--- src/design/tkcsn_pkg.sv ---
package tkcsn_pkg;

    localparam int TOP_COUNT = 10;

    localparam int RAD_W  = 32;
    localparam int UNC_W  = 32;
    localparam int BAND_W = 3;

    localparam int CLOG_TOP = $clog2(TOP_COUNT);
    localparam int CNT_W    = $clog2(TOP_COUNT + 1);
    localparam int IDX_W    = (TOP_COUNT > 1) ? $clog2(TOP_COUNT) : 1;
    localparam int SUM_W    = RAD_W + CLOG_TOP;
    localparam int STEP_W   = $clog2(SUM_W);

    // noise mean: multiply by ceil(2^NSHIFT / TOP_COUNT), exact for any sum below
    // TOP_COUNT * 2^32; done as two half-width partial products
    localparam int NSHIFT  = RAD_W + 2 * CLOG_TOP;
    localparam int NREC_W  = NSHIFT - CLOG_TOP + 1;
    localparam logic [NREC_W-1:0] NREC =
        NREC_W'(((64'd1 << NSHIFT) + 64'(TOP_COUNT) - 64'd1) / 64'(TOP_COUNT));
    localparam int HALF_W  = (SUM_W + 1) / 2;
    localparam int PPROD_W = HALF_W + NREC_W;
    localparam int NPROD_W = PPROD_W + HALF_W;

    localparam int QDEPTH = 4;
    localparam int QPTR_W = $clog2(QDEPTH);
    localparam int QCNT_W = $clog2(QDEPTH + 1);

    typedef struct packed {
        logic signed [RAD_W-1:0] rad;
        logic [UNC_W-1:0]        unc;
        logic [BAND_W-1:0]       band;
        logic                    last;
    } item_t;

endpackage

--- src/design/tkcsn_out_if.sv ---
interface tkcsn_out_if import tkcsn_pkg::*; ();
    logic                    valid;
    logic                    ready;
    logic signed [RAD_W-1:0] signal_average;
    logic [UNC_W-1:0]        noise_average;
    logic                    noise_valid;
    logic [BAND_W-1:0]       result_band;

    modport source (output valid, signal_average, noise_average, noise_valid, result_band,
                    input ready);
    modport sink   (input valid, signal_average, noise_average, noise_valid, result_band,
                    output ready);
endinterface

--- src/design/tkcsn_div.sv ---
module tkcsn_div import tkcsn_pkg::*; (
    input  logic             clk,
    input  logic             rst_n,
    input  logic             start,
    input  logic [SUM_W-1:0] dividend,
    input  logic [CNT_W-1:0] divisor,
    output logic             done,
    output logic [SUM_W-1:0] quotient
);

    logic              busy_reg, busy_next;
    logic              done_reg, done_next;
    logic [STEP_W-1:0] step_reg, step_next;
    logic [SUM_W-1:0]  dvd_reg, dvd_next;
    logic [CNT_W-1:0]  rem_reg, rem_next;
    logic [CNT_W-1:0]  dsr_reg, dsr_next;
    logic [CNT_W:0]    trial;
    logic              fits;

    assign trial    = {rem_reg, dvd_reg[SUM_W-1]};
    assign fits     = (trial >= {1'b0, dsr_reg});
    assign done     = done_reg;
    assign quotient = dvd_reg;

    always_comb
    begin
        busy_next = busy_reg;
        done_next = 1'b0;
        step_next = step_reg;
        dvd_next  = dvd_reg;
        rem_next  = rem_reg;
        dsr_next  = dsr_reg;
        if (start)
        begin
            busy_next = 1'b1;
            step_next = '0;
            dvd_next  = dividend;
            rem_next  = '0;
            dsr_next  = divisor;
        end
        else if (busy_reg)
        begin
            rem_next  = fits ? CNT_W'(trial - {1'b0, dsr_reg}) : CNT_W'(trial);
            dvd_next  = {dvd_reg[SUM_W-2:0], fits};
            step_next = step_reg + 1'b1;
            if (step_reg == STEP_W'(SUM_W - 1))
            begin
                busy_next = 1'b0;
                done_next = 1'b1;
            end
        end
    end

    always_ff @(posedge clk or negedge rst_n)
    begin
        if (!rst_n)
        begin
            busy_reg <= 1'b0;
            done_reg <= 1'b0;
            step_reg <= '0;
        end
        else
        begin
            busy_reg <= busy_next;
            done_reg <= done_next;
            step_reg <= step_next;
        end
    end

    always_ff @(posedge clk)
    begin
        dvd_reg <= dvd_next;
        rem_reg <= rem_next;
        dsr_reg <= dsr_next;
    end

endmodule

--- src/design/tkcsn_back.sv ---
module tkcsn_back import tkcsn_pkg::*; (
    input  logic        clk,
    input  logic        rst_n,
    input  logic        q_valid,
    output logic        q_ready,
    input  item_t       q_item,
    tkcsn_out_if.source results
);

    localparam logic [2:0] ST_RUN     = 3'd0;
    localparam logic [2:0] ST_SUM     = 3'd1;
    localparam logic [2:0] ST_DSIG_GO = 3'd2;
    localparam logic [2:0] ST_DSIG    = 3'd3;
    localparam logic [2:0] ST_NLO     = 3'd4;
    localparam logic [2:0] ST_OUT     = 3'd5;
    localparam logic [2:0] ST_NHI     = 3'd6;
    localparam logic [2:0] ST_NADD    = 3'd7;

    logic [2:0]              state_reg, state_next;
    logic signed [RAD_W-1:0] rad_reg [TOP_COUNT];
    logic signed [RAD_W-1:0] rad_next [TOP_COUNT];
    logic [UNC_W-1:0]        unc_reg [TOP_COUNT];
    logic [UNC_W-1:0]        unc_next [TOP_COUNT];
    logic signed [RAD_W-1:0] rad_up [TOP_COUNT];
    logic [UNC_W-1:0]        unc_up [TOP_COUNT];
    logic [TOP_COUNT-1:0]    ge, ge_prev;
    logic [CNT_W-1:0]        count_reg, count_next;
    logic [CNT_W-1:0]        snap_reg, snap_next;
    logic [IDX_W-1:0]        idx_reg, idx_next;
    logic signed [SUM_W-1:0] rsum_reg, rsum_next;
    logic [SUM_W-1:0]        usum_reg, usum_next;
    logic                    rneg_reg, rneg_next;
    logic [BAND_W-1:0]       band_reg, band_next;
    logic signed [RAD_W-1:0] sig_reg, sig_next;
    logic [UNC_W-1:0]        noise_reg, noise_next;
    logic [PPROD_W-1:0]      plo_reg, plo_next;
    logic [PPROD_W-1:0]      phi_reg, phi_next;
    logic                    out_valid_reg, out_valid_next;
    logic signed [RAD_W-1:0] out_sig_reg, out_sig_next;
    logic [UNC_W-1:0]        out_noise_reg, out_noise_next;
    logic                    out_nvalid_reg, out_nvalid_next;
    logic [BAND_W-1:0]       out_band_reg, out_band_next;
    logic                    take;
    logic                    nvalid;
    logic                    div_start;
    logic [SUM_W-1:0]        div_dividend;
    logic [CNT_W-1:0]        div_divisor;
    logic                    div_done;
    logic [SUM_W-1:0]        div_quot;
    logic [RAD_W-1:0]        quot_lo;
    logic [HALF_W-1:0]       mul_a;
    logic [PPROD_W-1:0]      mul_p;
    logic [NPROD_W-1:0]      nsum;

    assign q_ready = (state_reg == ST_RUN);
    assign take    = q_valid && q_ready;
    assign nvalid  = (snap_reg == CNT_W'(TOP_COUNT));
    assign quot_lo = div_quot[RAD_W-1:0];

    assign mul_a = (state_reg == ST_NHI) ? HALF_W'(usum_reg[SUM_W-1:HALF_W]) :
                                           usum_reg[HALF_W-1:0];
    assign mul_p = PPROD_W'(mul_a) * PPROD_W'(NREC);
    assign nsum  = NPROD_W'(plo_reg) + (NPROD_W'(phi_reg) << HALF_W);

    // parallel compare-and-shift insertion
    always_comb
    begin
        for (int i = 0; i < TOP_COUNT; i++)
        begin
            ge[i] = (CNT_W'(i) < count_reg) && (rad_reg[i] >= q_item.rad);
        end
        ge_prev[0] = 1'b1;
        rad_up[0]  = q_item.rad;
        unc_up[0]  = q_item.unc;
        for (int i = 1; i < TOP_COUNT; i++)
        begin
            ge_prev[i] = ge[i-1];
            rad_up[i]  = rad_reg[i-1];
            unc_up[i]  = unc_reg[i-1];
        end
        for (int i = 0; i < TOP_COUNT; i++)
        begin
            if (ge[i])
            begin
                rad_next[i] = rad_reg[i];
                unc_next[i] = unc_reg[i];
            end
            else if (ge_prev[i])
            begin
                rad_next[i] = q_item.rad;
                unc_next[i] = q_item.unc;
            end
            else
            begin
                rad_next[i] = rad_up[i];
                unc_next[i] = unc_up[i];
            end
        end
    end

    always_comb
    begin
        state_next      = state_reg;
        count_next      = count_reg;
        snap_next       = snap_reg;
        idx_next        = idx_reg;
        rsum_next       = rsum_reg;
        usum_next       = usum_reg;
        rneg_next       = rneg_reg;
        band_next       = band_reg;
        sig_next        = sig_reg;
        noise_next      = noise_reg;
        plo_next        = plo_reg;
        phi_next        = phi_reg;
        out_valid_next  = out_valid_reg && !results.ready;
        out_sig_next    = out_sig_reg;
        out_noise_next  = out_noise_reg;
        out_nvalid_next = out_nvalid_reg;
        out_band_next   = out_band_reg;
        div_start       = 1'b0;
        div_dividend    = rsum_reg[SUM_W-1] ? SUM_W'(-rsum_reg) : SUM_W'(rsum_reg);
        div_divisor     = snap_reg;

        case (state_reg)
            ST_RUN:
            begin
                if (take)
                begin
                    if (count_reg != CNT_W'(TOP_COUNT))
                    begin
                        count_next = count_reg + 1'b1;
                    end
                    if (q_item.last)
                    begin
                        snap_next  = (count_reg != CNT_W'(TOP_COUNT)) ?
                                     count_reg + 1'b1 : count_reg;
                        count_next = '0;
                        idx_next   = '0;
                        rsum_next  = '0;
                        usum_next  = '0;
                        band_next  = q_item.band;
                        state_next = ST_SUM;
                    end
                end
            end
            ST_SUM:
            begin
                rsum_next = rsum_reg + SUM_W'(rad_reg[idx_reg]);
                usum_next = usum_reg + SUM_W'(unc_reg[idx_reg]);
                if (CNT_W'(idx_reg) == snap_reg - CNT_W'(1))
                begin
                    state_next = ST_DSIG_GO;
                end
                else
                begin
                    idx_next = idx_reg + 1'b1;
                end
            end
            ST_DSIG_GO:
            begin
                div_start  = 1'b1;
                rneg_next  = rsum_reg[SUM_W-1];
                state_next = ST_DSIG;
            end
            ST_DSIG:
            begin
                if (div_done)
                begin
                    sig_next = rneg_reg ? RAD_W'(-quot_lo) : RAD_W'(quot_lo);
                    if (nvalid)
                    begin
                        state_next = ST_NLO;
                    end
                    else
                    begin
                        noise_next = '0;
                        state_next = ST_OUT;
                    end
                end
            end
            ST_NLO:
            begin
                plo_next   = mul_p;
                state_next = ST_NHI;
            end
            ST_NHI:
            begin
                phi_next   = mul_p;
                state_next = ST_NADD;
            end
            ST_NADD:
            begin
                noise_next = nsum[NSHIFT+UNC_W-1:NSHIFT];
                state_next = ST_OUT;
            end
            ST_OUT:
            begin
                if (!out_valid_reg || results.ready)
                begin
                    out_valid_next  = 1'b1;
                    out_sig_next    = sig_reg;
                    out_noise_next  = noise_reg;
                    out_nvalid_next = nvalid;
                    out_band_next   = band_reg;
                    state_next      = ST_RUN;
                end
            end
            default:
            begin
                state_next = ST_RUN;
            end
        endcase
    end

    tkcsn_div u_div (
        .clk      (clk),
        .rst_n    (rst_n),
        .start    (div_start),
        .dividend (div_dividend),
        .divisor  (div_divisor),
        .done     (div_done),
        .quotient (div_quot)
    );

    always_ff @(posedge clk or negedge rst_n)
    begin
        if (!rst_n)
        begin
            state_reg     <= ST_RUN;
            count_reg     <= '0;
            out_valid_reg <= 1'b0;
        end
        else
        begin
            state_reg     <= state_next;
            count_reg     <= count_next;
            out_valid_reg <= out_valid_next;
        end
    end

    always_ff @(posedge clk)
    begin
        if (take)
        begin
            for (int i = 0; i < TOP_COUNT; i++)
            begin
                rad_reg[i] <= rad_next[i];
                unc_reg[i] <= unc_next[i];
            end
        end
        snap_reg       <= snap_next;
        idx_reg        <= idx_next;
        rsum_reg       <= rsum_next;
        usum_reg       <= usum_next;
        rneg_reg       <= rneg_next;
        band_reg       <= band_next;
        sig_reg        <= sig_next;
        noise_reg      <= noise_next;
        plo_reg        <= plo_next;
        phi_reg        <= phi_next;
        out_sig_reg    <= out_sig_next;
        out_noise_reg  <= out_noise_next;
        out_nvalid_reg <= out_nvalid_next;
        out_band_reg   <= out_band_next;
    end

    assign results.valid          = out_valid_reg;
    assign results.signal_average = out_sig_reg;
    assign results.noise_average  = out_noise_reg;
    assign results.noise_valid    = out_nvalid_reg;
    assign results.result_band    = out_band_reg;

endmodule

--- src/flat_wrapper.sv ---
// flat-port wrapper written by rule: the top's interface ports become plain ports
module tkcsn_back_flat import tkcsn_pkg::*;
  (clk, rst_n, q_valid, q_ready, q_item, results_valid, results_signal_average, results_noise_average, results_noise_valid, results_result_band, results_ready);
  tkcsn_out_if results_i ();
  input  logic clk;
  input  logic rst_n;
  input  logic q_valid;
  output logic q_ready;
  input  item_t q_item;
  output wire logic [$bits(results_i.valid)-1:0] results_valid;
  output wire logic [$bits(results_i.signal_average)-1:0] results_signal_average;
  output wire logic [$bits(results_i.noise_average)-1:0] results_noise_average;
  output wire logic [$bits(results_i.noise_valid)-1:0] results_noise_valid;
  output wire logic [$bits(results_i.result_band)-1:0] results_result_band;
  input wire logic [$bits(results_i.ready)-1:0] results_ready;
  assign results_valid = results_i.valid;
  assign results_signal_average = results_i.signal_average;
  assign results_noise_average = results_i.noise_average;
  assign results_noise_valid = results_i.noise_valid;
  assign results_result_band = results_i.result_band;
  assign results_i.ready = results_ready;
  tkcsn_back u_core (.clk(clk), .rst_n(rst_n), .q_valid(q_valid), .q_ready(q_ready), .q_item(q_item), .results(results_i));
endmodule
--- config.mk ---
export PLATFORM = sky130hd
export DESIGN_NAME = tkcsn_back_flat
export DESIGN_NICKNAME = d
export VERILOG_FILES = /design/src/design/tkcsn_pkg.sv /design/src/design/tkcsn_out_if.sv /design/src/design/tkcsn_div.sv /design/src/design/tkcsn_back.sv /design/src/flat_wrapper.sv
export SDC_FILE = /design/constraint.sdc
export NUM_CORES = 2
export LEC_CHECK = 0
export BUFFER_PORTS_ARGS = -buffer_cell sky130_fd_sc_hd__buf_2
export CAP_MARGIN = 10
export CORE_MARGIN = 1
export CORE_UTILIZATION = 55
export DETAILED_ROUTE_END_ITERATION = 10
export GPL_TIMING_DRIVEN = 0
export PLACE_DENSITY = 0.71
export SETUP_SLACK_MARGIN = 0.5
export SYNTH_ARGS = -nofsm -noshare
export SYNTH_HDL_FRONTEND = slang
export SYNTH_HIERARCHICAL = 1
export SYNTH_SLANG_ARGS = --single-unit
export TNS_END_PERCENT = 1
--- constraint.sdc ---
create_clock -name clk -period 16.22 [get_ports clk]
set_input_delay 3.244 -clock clk [delete_from_list [all_inputs] [get_ports clk]]
set_output_delay 3.244 -clock clk [all_outputs]
set_load 0.01 [all_outputs]
==> summary.txt <==
Run status
  • Status: complete, no violations

Timing
  • Final Cycle Share: 0.5836
  • Final hold violations: 0
  • Post-route setup slack: 6.753 ns
  • Sum Neg Setup Slack: 0 ns
  • RSZ-0062 raised after global routing: no
  • Min Tclk post-route: roughly 9.5 ns
  • Max Freq: 105.6 MHz
  • Setup-failing EPs final: 0
  • Setup Skew: 0.05511 ns
  • Fin. max-slew vios: 0
  • Worst Tran Pin Value: about 1.4 ns
  • Slew HR: 0.06410

Setup path
  • Req. time, crit path: 16.55 ns
  • Reg-to-reg slack, setup: 6.75 ns
  • Critical Path Sink Type: flop
  • CP max stage cell: o311ai_0
  • Worst setup path class: flop to flop
  • Crit-path most repeated cell: inv_1
  • CP max FO: slightly above 60
  • Slowest stage delay, CP: between 1 and 1.5 ns
  • Critical Path Start Type: flop
  • Crit path DAT: 9.79 ns

CTS
  • CTS tree: built
  • Clk root buf: clkbuf_16
  • Total CTS buffers: approximately 110
  • CTS resizes: 0
  • Total setup buffers inserted after CTS: 0
  • Reg clk slew, reported paths: roughly 0.060 ns
  • Worst-Skew Late Latency: 0.73 ns
  • H-tree depth: 3
  • Clk sinks: 1009
  • CTS Hold Bufs: 0
  • Longest Clk Path Bufs: 3

Yosys
  • Netlist cell types: 81
  • Ys Warns: 6
  • Top FF cell, synth: edfxtp_1
  • Synth Register Bits: 1009
  • Number of flops mapped to enable cells by yosys: 985
  • Sequential area share after synthesis: 0.4713
  • Mapped Cells: 4981
  • Cell area after synthesis: 63950 um2
  • Syn nets: ~5700
  • Async S/R FF share, synth: 0.01586
  • Mean area per synthesized cell: 12.84 um2

Die
  • Initial Util: 0.5570
  • Die width: 343.0 um
  • Die Footprint: 117600 um2
  • Ports: 142
  • FP Rows: 124
  • Die Y: 343.0 um
  • Std-Cell Core Area: between 100000 and 150000 um2

Route
  • Final ANT Viol Nets: 0
  • DRC violations left: 0
  • Vias: 42500
  • DRT Wirelength: about 160 mm
  • Vias per inst: 6.188
  • Initial DRC Count: 3955
  • DRT Pass-1 Iters: 6
  • Drt wl/cell: 23.89 um

Global route
  • GRT Util Overall: 0.2777
  • Global-route wire length before repair: 249.2 mm
  • Initial antenna violation count: 14
  • GRT overflow: 0
  • Pin count of the biggest net entering global routing: 63
  • Vias in the first global route: between 40000 and 50000

Place
  • Gpl congestion: about 0.91
  • Pre-CTS WS: 6.519 ns
  • Port Buf Inserts: 141
  • Final HPWL DP: 125.5 mm

Flow run
  • Max cap viols: 0

Min path
  • Worst Hold Class: flop to flop

Layout
  • Area growth syn-to-layout: 10.93%
  • Final #Nets: 6009
  • Most common cell after layout, fill and taps aside: edfxtp_1
  • Fin util: 0.6178
  • Proportion of layout cells with a drive suffix above 1: 0.2139
  • Commonest non-fill, non-tap cells in the layout: edfxtp_1, mux2_2, ha_1
  • # fillers: 8886
metal layers:
layer  vias up  wire (um)  GRT usage
met1     21000      68430     0.3705
met4        16       5655    0.09231
met3       323      12890    0.05596
met5         -        109          0
li1      19590          -          -
met2      1579      77000     0.4540
synth_stat cells (25+ instances only):
master | n | share of area
mux2_2 | 619 | 0.11
nand2_1 | 172 | 0.010
a21o_1 | 197 | 0.023
clkbuf_1 | 175 | 0.010
a21oi_1 | 293 | 0.023
nand2b_1 | 34 | 0.0033
nor2_1 | 201 | 0.012
nand4_1 | 83 | 0.0081
nor3_1 | 37 | 0.0029
nand3_1 | 54 | 0.0042
o21ai_0 | 143 | 0.011
inv_1 | 320 | 0.019
fa_1 | 105 | 0.033
nor2b_1 | 90 | 0.0088
ha_1 | 571 | 0.11
a211oi_1 | 78 | 0.0092
mux2i_1 | 80 | 0.013
xor2_1 | 68 | 0.0093
buf_1 | 25 | 0.0015
xnor2_1 | 133 | 0.018
edfxtp_1 | 985 | 0.46
o31ai_1 | 28 | 0.0033
mux4_2 | 128 | 0.045
logic make-up (layout without fill, tap and decap cells):
logic type | Yosys count | after routing | synth area share
mux | 827 | 827 | 0.1666
flops | 1009 | 1009 | 0.4713
fa+ha+maj | 676 | 676 | 0.1446
compound gates | 927 | 927 | 0.09398
other cells | 0 | 4 | 0
buf+inv | 540 | 911 | 0.03209
xor+xnor | 201 | 201 | 0.02753
simple gates | 801 | 801 | 0.06387
worst max-delay path, delay by kind of cell (launching register included):
kind | cells | cell delay (ns)
AND/OR/NAND/NOR | 5 | 1.06
adder cells (fa/ha/maj) | 7 | 3.14
buffers and inverters | 10 | 1.83
AO/OA/AOI/OAI | 7 | 2.68
flip-flops | 1 | 0.36
per-stage QoR:
stage	cells	cell area, um2	hold WS [ns]
after detailed placement	6664	67260	0.4045
final	6868	70930	0.4142
after floorplan	4981	63950	0.4003
after global routing	6865	70920	0.4202
after global placement	6634	66540	0.4010
after CTS	6863	70910	0.4147
path summary, 6_finish.rpt:
path | cells after the start | startpoint | endpoint
setup reg to reg | 29 | u_core/state_reg[0] | u_core/phi_reg[41]
hold reg to reg | 0 | u_core/sig_reg[20] | u_core/results.signal_average[20]
min in group asynchronous | 1 | rst_n | u_core/count_reg[0]
max in group asynchronous | 1 | rst_n | u_core/state_reg[1]
hold / removal | 0 | u_core/sig_reg[20] | u_core/results.signal_average[20]
setup / recovery | 29 | u_core/state_reg[0] | u_core/phi_reg[41]
cell type report:
type	count	area (um2)	area share
multi-input combinational	3432	31880	0.4495
tap	1512	1892	0.02667
sequential	1009	30140	0.4249
buffer	220	854.6	0.01205
clock buffer	126	2738	0.03860
clock inverter	73	907.1	0.01279
timing repair buffer	172	1310	0.01847
antenna	4	10.01	0.0001411
inverter	320	1201	0.01693
Power is not shown: default switching activity piles up to over one toggle a cycle in this logic, so the estimate is an artifact.
