`config.mk`:
```
export PLATFORM = sky130hd
export DESIGN_NAME = tkcsn_front_flat
export DESIGN_NICKNAME = d
export VERILOG_FILES = /design/src/design/tkcsn_pkg.sv /design/src/design/tkcsn_in_if.sv /design/src/design/tkcsn_front.sv /design/src/flat_wrapper.sv
export SDC_FILE = /design/constraint.sdc
export NUM_CORES = 1
export LEC_CHECK = 0
export ABC_AREA = 0
export BUFFER_PORTS_ARGS = -buffer_cell sky130_fd_sc_hd__buf_2
export CORE_UTILIZATION = 25
export CTS_BUF_LIST = sky130_fd_sc_hd__clkbuf_2 sky130_fd_sc_hd__clkbuf_4 sky130_fd_sc_hd__clkbuf_8
export DETAILED_ROUTE_END_ITERATION = 16
export HOLD_SLACK_MARGIN = 0.03
export SLEW_MARGIN = 20
export SYNTH_ARGS = -nofsm -noshare
export SYNTH_HDL_FRONTEND = slang
export SYNTH_SLANG_ARGS = --single-unit
```
`constraint.sdc`:
```
create_clock -name clk -period 7.45 [get_ports clk]
set_input_delay 0.3725 -clock clk [delete_from_list [all_inputs] [get_ports clk]]
set_output_delay 0.3725 -clock clk [all_outputs]
set_load 0.005 [all_outputs]
```
`src/design/tkcsn_pkg.sv`:
```
package tkcsn_pkg;

    localparam int TOP_COUNT = 10;

    localparam int RAD_W  = 32;
    localparam int UNC_W  = 32;
    localparam int BAND_W = 3;

    localparam int CLOG_TOP = $clog2(TOP_COUNT);
    localparam int CNT_W    = $clog2(TOP_COUNT + 1);
    localparam int IDX_W    = (TOP_COUNT > 1) ? $clog2(TOP_COUNT) : 1;
    localparam int SUM_W    = RAD_W + CLOG_TOP;
    localparam int STEP_W   = $clog2(SUM_W);

    // noise mean: multiply by ceil(2^NSHIFT / TOP_COUNT), exact for any sum below
    // TOP_COUNT * 2^32; done as two half-width partial products
    localparam int NSHIFT  = RAD_W + 2 * CLOG_TOP;
    localparam int NREC_W  = NSHIFT - CLOG_TOP + 1;
    localparam logic [NREC_W-1:0] NREC =
        NREC_W'(((64'd1 << NSHIFT) + 64'(TOP_COUNT) - 64'd1) / 64'(TOP_COUNT));
    localparam int HALF_W  = (SUM_W + 1) / 2;
    localparam int PPROD_W = HALF_W + NREC_W;
    localparam int NPROD_W = PPROD_W + HALF_W;

    localparam int QDEPTH = 4;
    localparam int QPTR_W = $clog2(QDEPTH);
    localparam int QCNT_W = $clog2(QDEPTH + 1);

    typedef struct packed {
        logic signed [RAD_W-1:0] rad;
        logic [UNC_W-1:0]        unc;
        logic [BAND_W-1:0]       band;
        logic                    last;
    } item_t;

endpackage

```
`src/design/tkcsn_in_if.sv`:
```
interface tkcsn_in_if import tkcsn_pkg::*; ();
    logic                    valid;
    logic                    ready;
    logic signed [RAD_W-1:0] radiance_sample;
    logic [UNC_W-1:0]        sample_uncertainty;
    logic [BAND_W-1:0]       band_tag;
    logic                    last_sample;

    modport source (output valid, radiance_sample, sample_uncertainty, band_tag, last_sample,
                    input ready);
    modport sink   (input valid, radiance_sample, sample_uncertainty, band_tag, last_sample,
                    output ready);
endinterface

```
`src/design/tkcsn_front.sv`:
```
module tkcsn_front import tkcsn_pkg::*; (
    input  logic        clk,
    input  logic        rst_n,
    tkcsn_in_if.sink    samples,
    output logic        q_valid,
    input  logic        q_ready,
    output item_t       q_item
);

    item_t              mem_reg [QDEPTH];
    logic [QPTR_W-1:0]  wr_ptr_reg, wr_ptr_next;
    logic [QPTR_W-1:0]  rd_ptr_reg, rd_ptr_next;
    logic [QCNT_W-1:0]  fill_reg, fill_next;
    logic               push, pop;
    item_t              in_item;

    always_comb
    begin
        in_item.rad  = samples.radiance_sample;
        in_item.unc  = samples.sample_uncertainty;
        in_item.band = samples.band_tag;
        in_item.last = samples.last_sample;
    end

    assign samples.ready = (fill_reg != QCNT_W'(QDEPTH));
    assign q_valid       = (fill_reg != '0);
    assign q_item        = mem_reg[rd_ptr_reg];
    assign push          = samples.valid && samples.ready;
    assign pop           = q_valid && q_ready;

    always_comb
    begin
        wr_ptr_next = push ? wr_ptr_reg + 1'b1 : wr_ptr_reg;
        rd_ptr_next = pop  ? rd_ptr_reg + 1'b1 : rd_ptr_reg;
        fill_next   = fill_reg;
        if (push && !pop)
        begin
            fill_next = fill_reg + 1'b1;
        end
        else if (pop && !push)
        begin
            fill_next = fill_reg - 1'b1;
        end
    end

    always_ff @(posedge clk or negedge rst_n)
    begin
        if (!rst_n)
        begin
            wr_ptr_reg <= '0;
            rd_ptr_reg <= '0;
            fill_reg   <= '0;
        end
        else
        begin
            wr_ptr_reg <= wr_ptr_next;
            rd_ptr_reg <= rd_ptr_next;
            fill_reg   <= fill_next;
        end
    end

    always_ff @(posedge clk)
    begin
        if (push)
        begin
            mem_reg[wr_ptr_reg] <= in_item;
        end
    end

endmodule

```
`src/flat_wrapper.sv`:
```
// flat-port wrapper written by rule: the top's interface ports become plain ports
module tkcsn_front_flat import tkcsn_pkg::*;
  (clk, rst_n, q_valid, q_ready, q_item, samples_valid, samples_radiance_sample, samples_sample_uncertainty, samples_band_tag, samples_last_sample, samples_ready);
  tkcsn_in_if samples_i ();
  input  logic clk;
  input  logic rst_n;
  output logic q_valid;
  input  logic q_ready;
  output item_t q_item;
  input wire logic [$bits(samples_i.valid)-1:0] samples_valid;
  input wire logic [$bits(samples_i.radiance_sample)-1:0] samples_radiance_sample;
  input wire logic [$bits(samples_i.sample_uncertainty)-1:0] samples_sample_uncertainty;
  input wire logic [$bits(samples_i.band_tag)-1:0] samples_band_tag;
  input wire logic [$bits(samples_i.last_sample)-1:0] samples_last_sample;
  output wire logic [$bits(samples_i.ready)-1:0] samples_ready;
  assign samples_i.valid = samples_valid;
  assign samples_i.radiance_sample = samples_radiance_sample;
  assign samples_i.sample_uncertainty = samples_sample_uncertainty;
  assign samples_i.band_tag = samples_band_tag;
  assign samples_i.last_sample = samples_last_sample;
  assign samples_ready = samples_i.ready;
  tkcsn_front u_core (.clk(clk), .rst_n(rst_n), .samples(samples_i), .q_valid(q_valid), .q_ready(q_ready), .q_item(q_item));
endmodule
```
==> results of run 1 <==
[routing by layer]
metal  global-route usage  vias to the layer above
met3               0.0309                       40
li1                     -                     2181
met2                0.170                      137
met5                    0                        -
met4               0.0489                        0
met1                0.119                     2537
[area by class of cell]
| cell class | count | share of cell area |
|---|---|---|
| sequential | 279 | 0.634 |
| multi-input combinational | 93 | 0.134 |
| timing repair buffer | 217 | 0.110 |
| clock buffer | 60 | 0.0575 |
| tap | 525 | 0.0499 |
| clock inverter | 26 | 0.0131 |
| inverter | 3 | 0.000856 |
[where the power goes]
group / switching, W / leakage, nW / internal [W]
Combinational: 0.000614 / 1.43 / 0.000638
Sequential: 0.000152 / 2.57 / 0.00208
Clock: 0.000596 / 0.477 / 0.000736
[worst max-delay path by stage]
stage | start | end | slack (ns) | depth (start not counted)
finish | u_core.rd_ptr_reg[0] | q_item[58] | 4.03 | 3
CTS | u_core.rd_ptr_reg[0] | q_item[31] | 3.77 | 3
detailed placement | u_core.rd_ptr_reg[0] | q_item[31] | 4.45 | 3
global route | u_core.rd_ptr_reg[0] | q_item[32] | 3.68 | 3
global placement | u_core.rd_ptr_reg[0] | q_item[58] | 4.45 | 3
floorplan | u_core.fill_reg[0] | u_core.mem_reg[0][0] | 4.64 | 3
[synthesized netlist by cell type, drive strengths merged]
| library cell | instances | area (µm²) |
|---|---|---|
| and2 | 4 | 25.0 |
| nand2 | 2 | 7.51 |
| a21boi | 1 | 11.3 |
| buf | 16 | 194 |
| xor2 | 2 | 17.5 |
| nor2 | 2 | 7.51 |
| xnor2 | 4 | 35.0 |
| or3 | 1 | 6.26 |
| dfrtp | 7 | 175 |
| ha | 5 | 62.6 |
| edfxtp | 272 | 8170 |
| fa | 1 | 20.0 |
| mux4 | 68 | 1530 |
| inv | 3 | 11.3 |
| nand3 | 1 | 5.00 |
| mux2 | 2 | 22.5 |
[cell families (layout without fill, tap and decap cells)]
family | after synthesis | count (layout)
flops | 279 | 279
mux | 70 | 70
buf+inv | 19 | 306
simple gates | 10 | 10
fa+ha+maj | 6 | 6
xor+xnor | 6 | 6
compound gates | 1 | 1
[critical path, stage by stage (launching register included)]
cell and delay [ns]:
dfrtp_4 0.85, buf_4 0.82, mux4_2 0.63, buf_2 0.15
[through the flow]
step | cells | hold WS (ns) | power [W]
3_5_place_dp | 1047 | 0.225 | 0.00356
4_1_cts | 1203 | 0.0849 | 0.00496
5_1_grt | 1203 | 0.137 | 0.00511
3_3_place_gp | 1047 | 0.221 | 0.00354
2_1_floorplan | 391 | 0.0769 | 0.00308
6_report | 1203 | 0.172 | 0.00482
==> run metrics, run 1 <==
Post-Synth XOR/XNOR Area=0.00510; drt drc=0; final instance area=13200 µm²; Final GP Congestion=0.662; WP data required=7.08 ns; post-synthesis compound-gate area fraction=0.00109; pin count of the biggest net entering global routing=56; Seq/Total Area, Yosys=0.810; Syn Area/Cell=26.3 µm²; multiplexer area fraction after synthesis=0.151; initial antenna violation count=0; CTS H-tree lvls=2; die width=205 µm; M1 WL=8.86 mm; first-pass GRT wire length=31.5 mm; Worst-path clk slew=0.06 ns; worst slack, placed=4.45 ns; Tcrit/Tclk final=0.459; initial core utilization=0.256; Met2 Routed Length=10.3 mm; Reg-to-Reg Start=u_core.fill_reg[0]; crit path launch type=register; RSZ-0062 raised after global routing=false; Antenna Nets Post-Route=0; kind of critical path=register to output port; Worst-Margin Slew=0.937 ns; met3 routed WL=1.23 mm; Root Driver=clkbuf_8; clk buf depth=3; Cells after Synth=391; Final Worst Setup Slack=4.03 ns; most frequent cells in the layout=272 x edfxtp_1, 141 x buf_2, 70 x dlygate4sd3_1, 68 x mux4_2, 49 x clkbuf_8; IO buf count=141; FF/Latch Area=8350 µm²; dpl cell area=11500 µm²; DP HPWL=11.6 mm; Largest register FFs=272; Seq cells post-synth=279; Post-Synth Simple-Gate Area=0.00498; Core Area=40200 µm²; largest family of logic cells by synthesized area=multiplexers; outcome=finished clean; Top Metal Used=met4; post-synth cell types=19; area of the multi-input gates=1760 µm²; leak pwr=4.47 nW; post-synthesis adder-cell area fraction=0.00802; Detailed Route WL=20.9 mm; clock tree sinks=279; reg2reg end=u_core.mem_reg[1][17]; Resize count post-CTS=0; WP data arrival=3.04 ns; clk_lat worst skew=0.58 ns; DR pass1 iterations=4; CP Capture Type=output port; # fillers=3857; final setup skew=0.0153 ns; Fmax=293 MHz; register-to-register setup slack=5.02 ns; vias in the first global route=5491; total CTS buffers=48; commonest non-fill, non-tap cell in the layout=edfxtp_1; nets@finish=720; Net Count, Synth=469; Slew Limit Fails=0; Final Setup Violations=0; area grow syn2layout=27.8%; Rows=73; Vias per Instance=4.07; Final Hold Fails=0; I/O pin count=142; post-synthesis instance area=10300 µm²; Post-CTS Setup Inserts=0; CTS tree=done; maximum fanout along the worst path=41; yosys warns=0; Antenna Cells=0; die area=42000 µm²; grt ovf=0; WL/cell=17.4 µm; Fin Setup TNS=0 ns; normalized max-slew margin=0.375; Hold WC Path Type=input pin to async pin; Tmin final=3.42 ns; cts hold-fix bufs=70; Worst Reg-to-Reg Cells=4; number of max-cap violations=0; layout cells sized above 1=0.437; global-route usage over all layers=0.102; Worst VDD drop=0.199 mV; Util after Layout=0.327; DRT iter0 DRCs=167; Via Count=4895; die height=205 µm; Pwr Density=366 nW/µm²
Power figures use the tool's default switching activity.
==> run 2: changes to the inputs <==
==> constraint.sdc (replaced) <==
create_clock -name clk -period 2.95 [get_ports clk]
set_input_delay 0.1475 -clock clk [delete_from_list [all_inputs] [get_ports clk]]
set_output_delay 0.1475 -clock clk [all_outputs]
set_load 0.005 [all_outputs]
==> run metrics, run 2 (synthesis gave the netlist of run 1 again) <==
Hold WC Path Type=input pin to register; Final Setup Violations=0 (unchanged); Antenna Nets Post-Route=0 (unchanged); clock tree sinks=279 (unchanged); Pwr Density=954 nW/µm² (+160%); WP data arrival=2.32 ns (-0.72 ns); CP max stage cell=dfrtp_4; number of max-cap violations=0 (unchanged); global-route usage over all layers=0.103 (+0.00107); layout cells sized above 1=0.449 (+0.0120); most frequent cells in the layout=272 x edfxtp_1, 141 x buf_2, 72 x dlygate4sd3_1, 68 x mux4_2, 50 x clkbuf_8; Worst Hold Path EP=u_core.mem_reg[2][56]; reg2reg end=u_core.fill_reg[2]; Antenna Cells=0 (unchanged); kind of critical path=register to output port; vias in the first global route=5314 (-3.2%); Tcrit/Tclk final=0.837; Via Count=4944 (+1.0%); Hold Path Depth=2; Worst Reg-to-Reg Cells=8 (+4); Vias per Instance=4.07 (about the same); Tmin final=2.47 ns; # fillers=3820 (-0.96%); die width=205 µm (unchanged); total CTS buffers=49 (+2.1%); pin count of the biggest net entering global routing=69 (+23%); nets@finish=733 (+1.8%); CP Capture Type=output port; Final Hold Fails=0 (unchanged); final setup skew=0.0160 ns (+0.000726 ns); CP peak stage delay=0.75 ns (-0.10 ns); outcome=finished clean; CP cell instances=buf_12 -> mux4_2 -> buf_2; clk_lat worst skew=0.59 ns (about the same); Reg-to-Reg Start=u_core.fill_reg[0]; WP data required=2.80 ns (-4.28 ns); commonest non-fill, non-tap cell in the layout=edfxtp_1; Slew Limit Fails=0 (unchanged); DRT iter0 DRCs=185 (+11%); IO buf count=141 (unchanged); Post-CTS Setup Inserts=0 (unchanged); I/O pin count=142 (unchanged); crit path launch type=register; clk buf depth=3 (unchanged); Largest register FFs=272 (unchanged); hold_sp=samples_radiance_sample[20]; Root Driver=clkbuf_8; grt ovf=0 (unchanged); drt drc=0 (unchanged); Detailed Route WL=21.5 mm (+2.6%); Worst VDD drop=0.389 mV (+95%); Core Area=40200 µm² (unchanged); Final GP Congestion=0.663 (about the same); Worst-Margin Slew=0.579 ns (-0.358 ns); Fmax=405 MHz; RSZ-0062 raised after global routing=false; Worst-path clk slew=0.06 ns (about the same); Final Power=0.0129 W (+170%); Util after Layout=0.335 (+0.00778); first-pass GRT wire length=31.7 mm (+0.50%); register-to-register setup slack=0.84 ns (-4.18 ns); initial antenna violation count=2 (+2); area grow syn2layout=30.8%; CTS tree=done; Fin Setup TNS=0 ns (unchanged); WL/cell=17.7 µm (+1.5%); initial core utilization=0.256 (unchanged); die area=42000 µm² (unchanged); normalized max-slew margin=0.614 (+0.239); DP HPWL=12.3 mm (+6.1%); DR pass1 iterations=4 (unchanged); Rows=73 (unchanged); leak pwr=4.63 nW (+3.5%); CTS H-tree lvls=2 (unchanged); maximum fanout along the worst path=20 (-51%); die height=205 µm (unchanged)
[run 2: cell count changes in the layout (fill, tap and decap cells not counted), sizes merged]
cell         previous run  this run
clkinv                 20        18
buf                   147       157
clkinvlp                4         1
dlygate4sd3            70        72
bufinv                  2         6
inv                     3         5
[run 2: how the worst max path moves through the flow]
stage,endpoint,slack [ns],depth (start not counted),start
2_1_floorplan,u_core.mem_reg[2][0],0.14,3,u_core.fill_reg[0]
3_3_place_gp,u_core.fill_reg[2],0.87,8,u_core.fill_reg[0]
3_5_place_dp,u_core.fill_reg[2],0.80,8,u_core.fill_reg[0]
4_1_cts,q_item[20],0.33,3,u_core.rd_ptr_reg[0]
5_1_grt,q_item[20],0.29,3,u_core.rd_ptr_reg[0]
6_report,q_item[20],0.48,3,u_core.rd_ptr_reg[0]
[run 2: layer usage]
layer	vias to the layer above	track usage	share of wire
met1	2546	0.129	0.44
met4	4	0.0373	0.023
met3	46	0.0409	0.071
li1	2210	-	-
met2	138	0.160	0.47
met5	-	0	0.0012
[run 2: what timing repair did]
item,in CTS,in global routing
hold buffers,72,0
endpoints found under the hold margin,283,0
gates resized for setup,0,0
[run 2: area by class of cell]
class                   count  area, µm²  share of cell area
clock inverters            27        284              0.0211
inverters                   3       11.3            0.000836
flip-flops and latches    279       8350               0.620
clock buffers              60        763              0.0566
multi-input cells          93       1760               0.131
repair buffers            229       1650               0.122
well taps                 525        657              0.0488
[run 2: where the power goes]
part / switching, W / internal (W)
sequential: 0.000384 / 0.00525
clock: 0.00159 / 0.00224
combinational: 0.00161 / 0.00179
total: 0.00358 / 0.00927
[run 2: worst max-delay path: cells and delay by family (launching register included)]
kind | cells | cell delay [ns]
buffers and inverters | 2 | 0.42
multiplexers | 1 | 0.54
flip-flops | 1 | 0.75
[run 2: stage by stage]
step	area, µm²	worst slack (ns)	std cells	hold slack (ns)
after detailed placement	11700	0.804	1057	-0.00727
after global routing	13500	0.285	1216	0.248
final	13500	0.481	1216	0.307
after floorplan	10300	0.141	391	-0.148
after CTS	13500	0.333	1216	0.220
after global placement	11700	0.869	1057	0.000202
==> run 3: changes to the inputs <==
--- a/config.mk
+++ b/config.mk
@@ -5,7 +5,7 @@
 export SDC_FILE = /design/constraint.sdc
 export NUM_CORES = 1
 export LEC_CHECK = 0
-export ABC_AREA = 0
+export ABC_AREA = 1
 export BUFFER_PORTS_ARGS = -buffer_cell sky130_fd_sc_hd__buf_2
 export CORE_UTILIZATION = 25
 export CTS_BUF_LIST = sky130_fd_sc_hd__clkbuf_2 sky130_fd_sc_hd__clkbuf_4 sky130_fd_sc_hd__clkbuf_8
==> constraint.sdc (replaced) <==
create_clock -name clk -period 2.4 [get_ports clk]
set_input_delay 0.12 -clock clk [delete_from_list [all_inputs] [get_ports clk]]
set_output_delay 0.12 -clock clk [all_outputs]
set_load 0.005 [all_outputs]
==> run metrics, run 3 <==
outcome=finished clean; Tmin final=2.19 ns; die width=215 µm (+4.9%); layout cells sized above 1=0.215 (-0.234); first-pass GRT wire length=39.0 mm (+23%); Final GP Congestion=0.707 (+6.7%); P_sw=0.00551 W (+54%); Rows=77 (+5.5%); WP data required=2.28 ns (-0.52 ns); Post-synth EDFFs=272 (unchanged); crit path launch type=register; Top FF cell, synth=edfxtp_1; pin count of the biggest net entering global routing=86 (+25%); area grow syn2layout=27.7%; Fin Setup TNS=0 ns (unchanged); most frequent cells in the layout=272 x edfxtp_1, 222 x nand2_1, 149 x inv_1, 141 x buf_2, 136 x o211ai_1; Post-Synth Simple-Gate Area=0.0785 (+0.0735); Net Count, Synth=931 (+99%); Final Power=0.0166 W (+29%); Final Hold Fails=0 (unchanged); buffers and inverters on the worst path=3 (+1); WP depth=6 (+3); WP data arrival=2.07 ns (-0.25 ns); Worst Reg-to-Reg Cells=6 (-2); Reg-to-Reg Start=u_core.fill_reg[0]; Resize count post-CTS=0 (unchanged); maximum fanout along the worst path=75 (+280%); Slew Limit Fails=0 (unchanged); Final Setup Violations=0 (unchanged); number of max-cap violations=0 (unchanged); Core Area=44500 µm² (+11%); Syn Area/Cell=13.3 µm² (-50%); Hold WC Path Type=input pin to register; CP peak stage delay=0.46 ns (-0.29 ns); kind of critical path=register to output port; grt ovf=0 (unchanged); Via Count=6995 (+41%); Vias per Instance=4.06 (-0.15%); post-synth top area cell=edfxtp_1; clk buf depth=3 (unchanged); leading cell types by count after synthesis=272 x edfxtp_1, 222 x nand2_1, 149 x inv_1; dpl cells=1561 (+48%); nets@finish=1170 (+60%); delay-heaviest family, CP=buffers and inverters; ys async rst share=0.0251 (unchanged); I/O pin count=142 (unchanged); drt drc=0 (unchanged); Critical Path Start=u_core.rd_ptr_reg[0]; post-synthesis instance area=11300 µm² (+10%); logic gate share of total power=0.323 (+0.058); Worst Setup EP=q_item[28]; Post-Synth XOR/XNOR Area=0.000773 (-0.00433); register-to-register setup slack=0.52 ns (-0.32 ns); Antenna Nets Post-Route=0 (unchanged); multiplexer area fraction after synthesis=0 (-0.151); normalized max-slew margin=0.557 (-0.0572); Tcrit/Tclk final=0.912; total CTS buffers=49 (unchanged); Detailed Route WL=24.9 mm (+16%); cell with the most instances after synthesis=edfxtp_1; die height=215 µm (+4.9%); commonest non-fill, non-tap cell in the layout=edfxtp_1; CTS tree=done; internal power=0.0111 W (+19%); CTS H-tree lvls=2 (unchanged); largest family of logic cells by synthesized area=compound AO/OA/AOI/OAI gates; yosys warns=0 (unchanged); Fmax=457 MHz; Synth top area share=0.721 (-0.0725); Worst-path clk slew=0.06 ns (about the same); Clock power frac=0.277 (-0.020); IO buf count=141 (unchanged); non-filler cells, final=1723 (+42%); vias in the first global route=7252 (+36%); Worst VDD drop=0.524 mV (+35%); DP HPWL=14.6 mm (+19%); sequential share of power=0.400 (-0.038); most frequent CP cell=nand2_1; RSZ-0062 raised after global routing=false; Cells after Synth=853 (+120%); die area=46200 µm² (+10%); Largest register FFs=272 (unchanged); clk_lat worst skew=0.58 ns (about the same); CP cell instances=inv_8 -> buf_12 -> nand2_1 -> o211ai_1 -> nand2_1 -> buf_2; reg2reg end=u_core.mem_reg[0][49]; global-route usage over all layers=0.109 (+0.00662); post-synthesis adder-cell area fraction=0.00728 (-0.000733); Area contributors post-synth=edfxtp_1 72%, o211ai_1 9.0%, nand2_1 7.4%; Seq/Total Area, Yosys=0.736 (-0.0740); DRT iter0 DRCs=287 (+55%); clock tree sinks=279 (unchanged); final setup skew=0.0163 ns (+0.000285 ns); DR pass1 iterations=4 (unchanged); Util after Layout=0.325 (-0.0101); Sw Ratio=0.332 (+0.0534); post-synth cell types=17 (-2); leak pwr=5.75 nW (+24%); Hold WS=0.292 ns (-0.0155 ns); initial core utilization=0.255 (-0.00161); post-synthesis compound-gate area fraction=0.0905 (+0.0894); CP max stage cell=dfrtp_1; initial antenna violation count=4 (+2); Root Driver=clkbuf_8; Pwr Density=1150 nW/µm² (+20%); Seq cells post-synth=279 (unchanged); WL/cell=14.5 µm (-18%); Worst-Margin Slew=0.665 ns (+0.0858 ns); CP Capture Type=output port
## run 3: cell types whose count changed in the layout (fill, tap and decap cells not counted), moves of 3 or more
| cell | delta |
|---|---|
| xnor2_1 | -3 |
| buf_12 | +5 |
| nor2_4 | +4 |
| clkinv_2 | -5 |
| nand2_1 | +220 |
| inv_1 | +146 |
| mux4_2 | -68 |
| clkbuf_4 | +3 |
| o211ai_1 | +136 |
| diode_2 | +4 |
| and2_4 | -4 |
| nand3_1 | +6 |
## run 3: worst min path at each step
| stage | start | to | slack (ns) | cells past startpoint |
|---|---|---|---|---|
| after floorplan | rst_n | u_core.fill_reg[0] | -0.18 | 0 |
| final | samples_radiance_sample[15] | u_core.mem_reg[1][51] | 0.29 | 2 |
| after global routing | samples_sample_uncertainty[29] | u_core.mem_reg[3][33] | 0.23 | 2 |
| after detailed placement | rst_n | u_core.fill_reg[2] | -0.03 | 1 |
| after global placement | rst_n | u_core.wr_ptr_reg[1] | -0.04 | 1 |
| after CTS | samples_radiance_sample[8] | u_core.mem_reg[3][44] | 0.21 | 2 |
## run 3: routing by layer
metal,up-vias,track usage,share of wire,wire (µm)
li1,3462,-,-,-
met1,3328,0.135,0.45,11300
met2,167,0.175,0.46,11500
met3,36,0.0401,0.068,1690
met4,2,0.0381,0.018,452
met5,-,0,0.00040,10
## run 3: worst reg2reg max path, stage by stage (launching register included)
cell     delay [ns]
dfrtp_1        0.41
inv_1          0.08
nand3_1        0.13
nand2_1        0.08
buf_4          0.18
nor2_4         0.43
buf_4          0.27
## run 3: final cells by class
cell class	instances	area, µm²
diodes	4	10.0
clock buffers	64	800
clock inverters	22	228
fillers	4435	30000
inverters	151	574
multi-input cells	378	2040
flip-flops and latches	279	8350
well taps	592	741
repair buffers	233	1740
## run 3: cell families (layout without fill, tap and decap cells)
family,after synthesis,in the layout
fa+ha+maj,6,6
compound gates,137,137
xor+xnor,1,1
buf+inv,196,470
flops,279,279
other cells,0,4
simple gates,234,234
## run 3: per-stage QoR
| stage | setup WS [ns] | cell area (µm²) |
|---|---|---|
| 2_1_floorplan | -0.595 | 11300 |
| 3_3_place_gp | 0.543 | 12700 |
| 3_5_place_dp | 0.489 | 12700 |
| 4_1_cts | 0.143 | 14500 |
| 5_1_grt | 0.0216 | 14500 |
| 6_report | 0.212 | 14500 |
## run 3: timing repair
action | in CTS | in global routing
buffers inserted | 0 | 0
endpoints found under the setup margin | 0 | 0
hold buffers | 72 | 0
endpoints found under the hold margin | 284 | 0
## run 3: power groups by stage
| stage | Clock (W) | Sequential (W) | Combinational, W |
|---|---|---|---|
| final | 0.00459 | 0.00664 | 0.00536 |
| after global routing | 0.00497 | 0.00671 | 0.00604 |
| after CTS | 0.00476 | 0.00664 | 0.00553 |
| after detailed placement | 0 | 0.00674 | 0.00542 |
| after global placement | 0 | 0.00671 | 0.00532 |
| after floorplan | 0 | 0.00672 | 0.00347 |
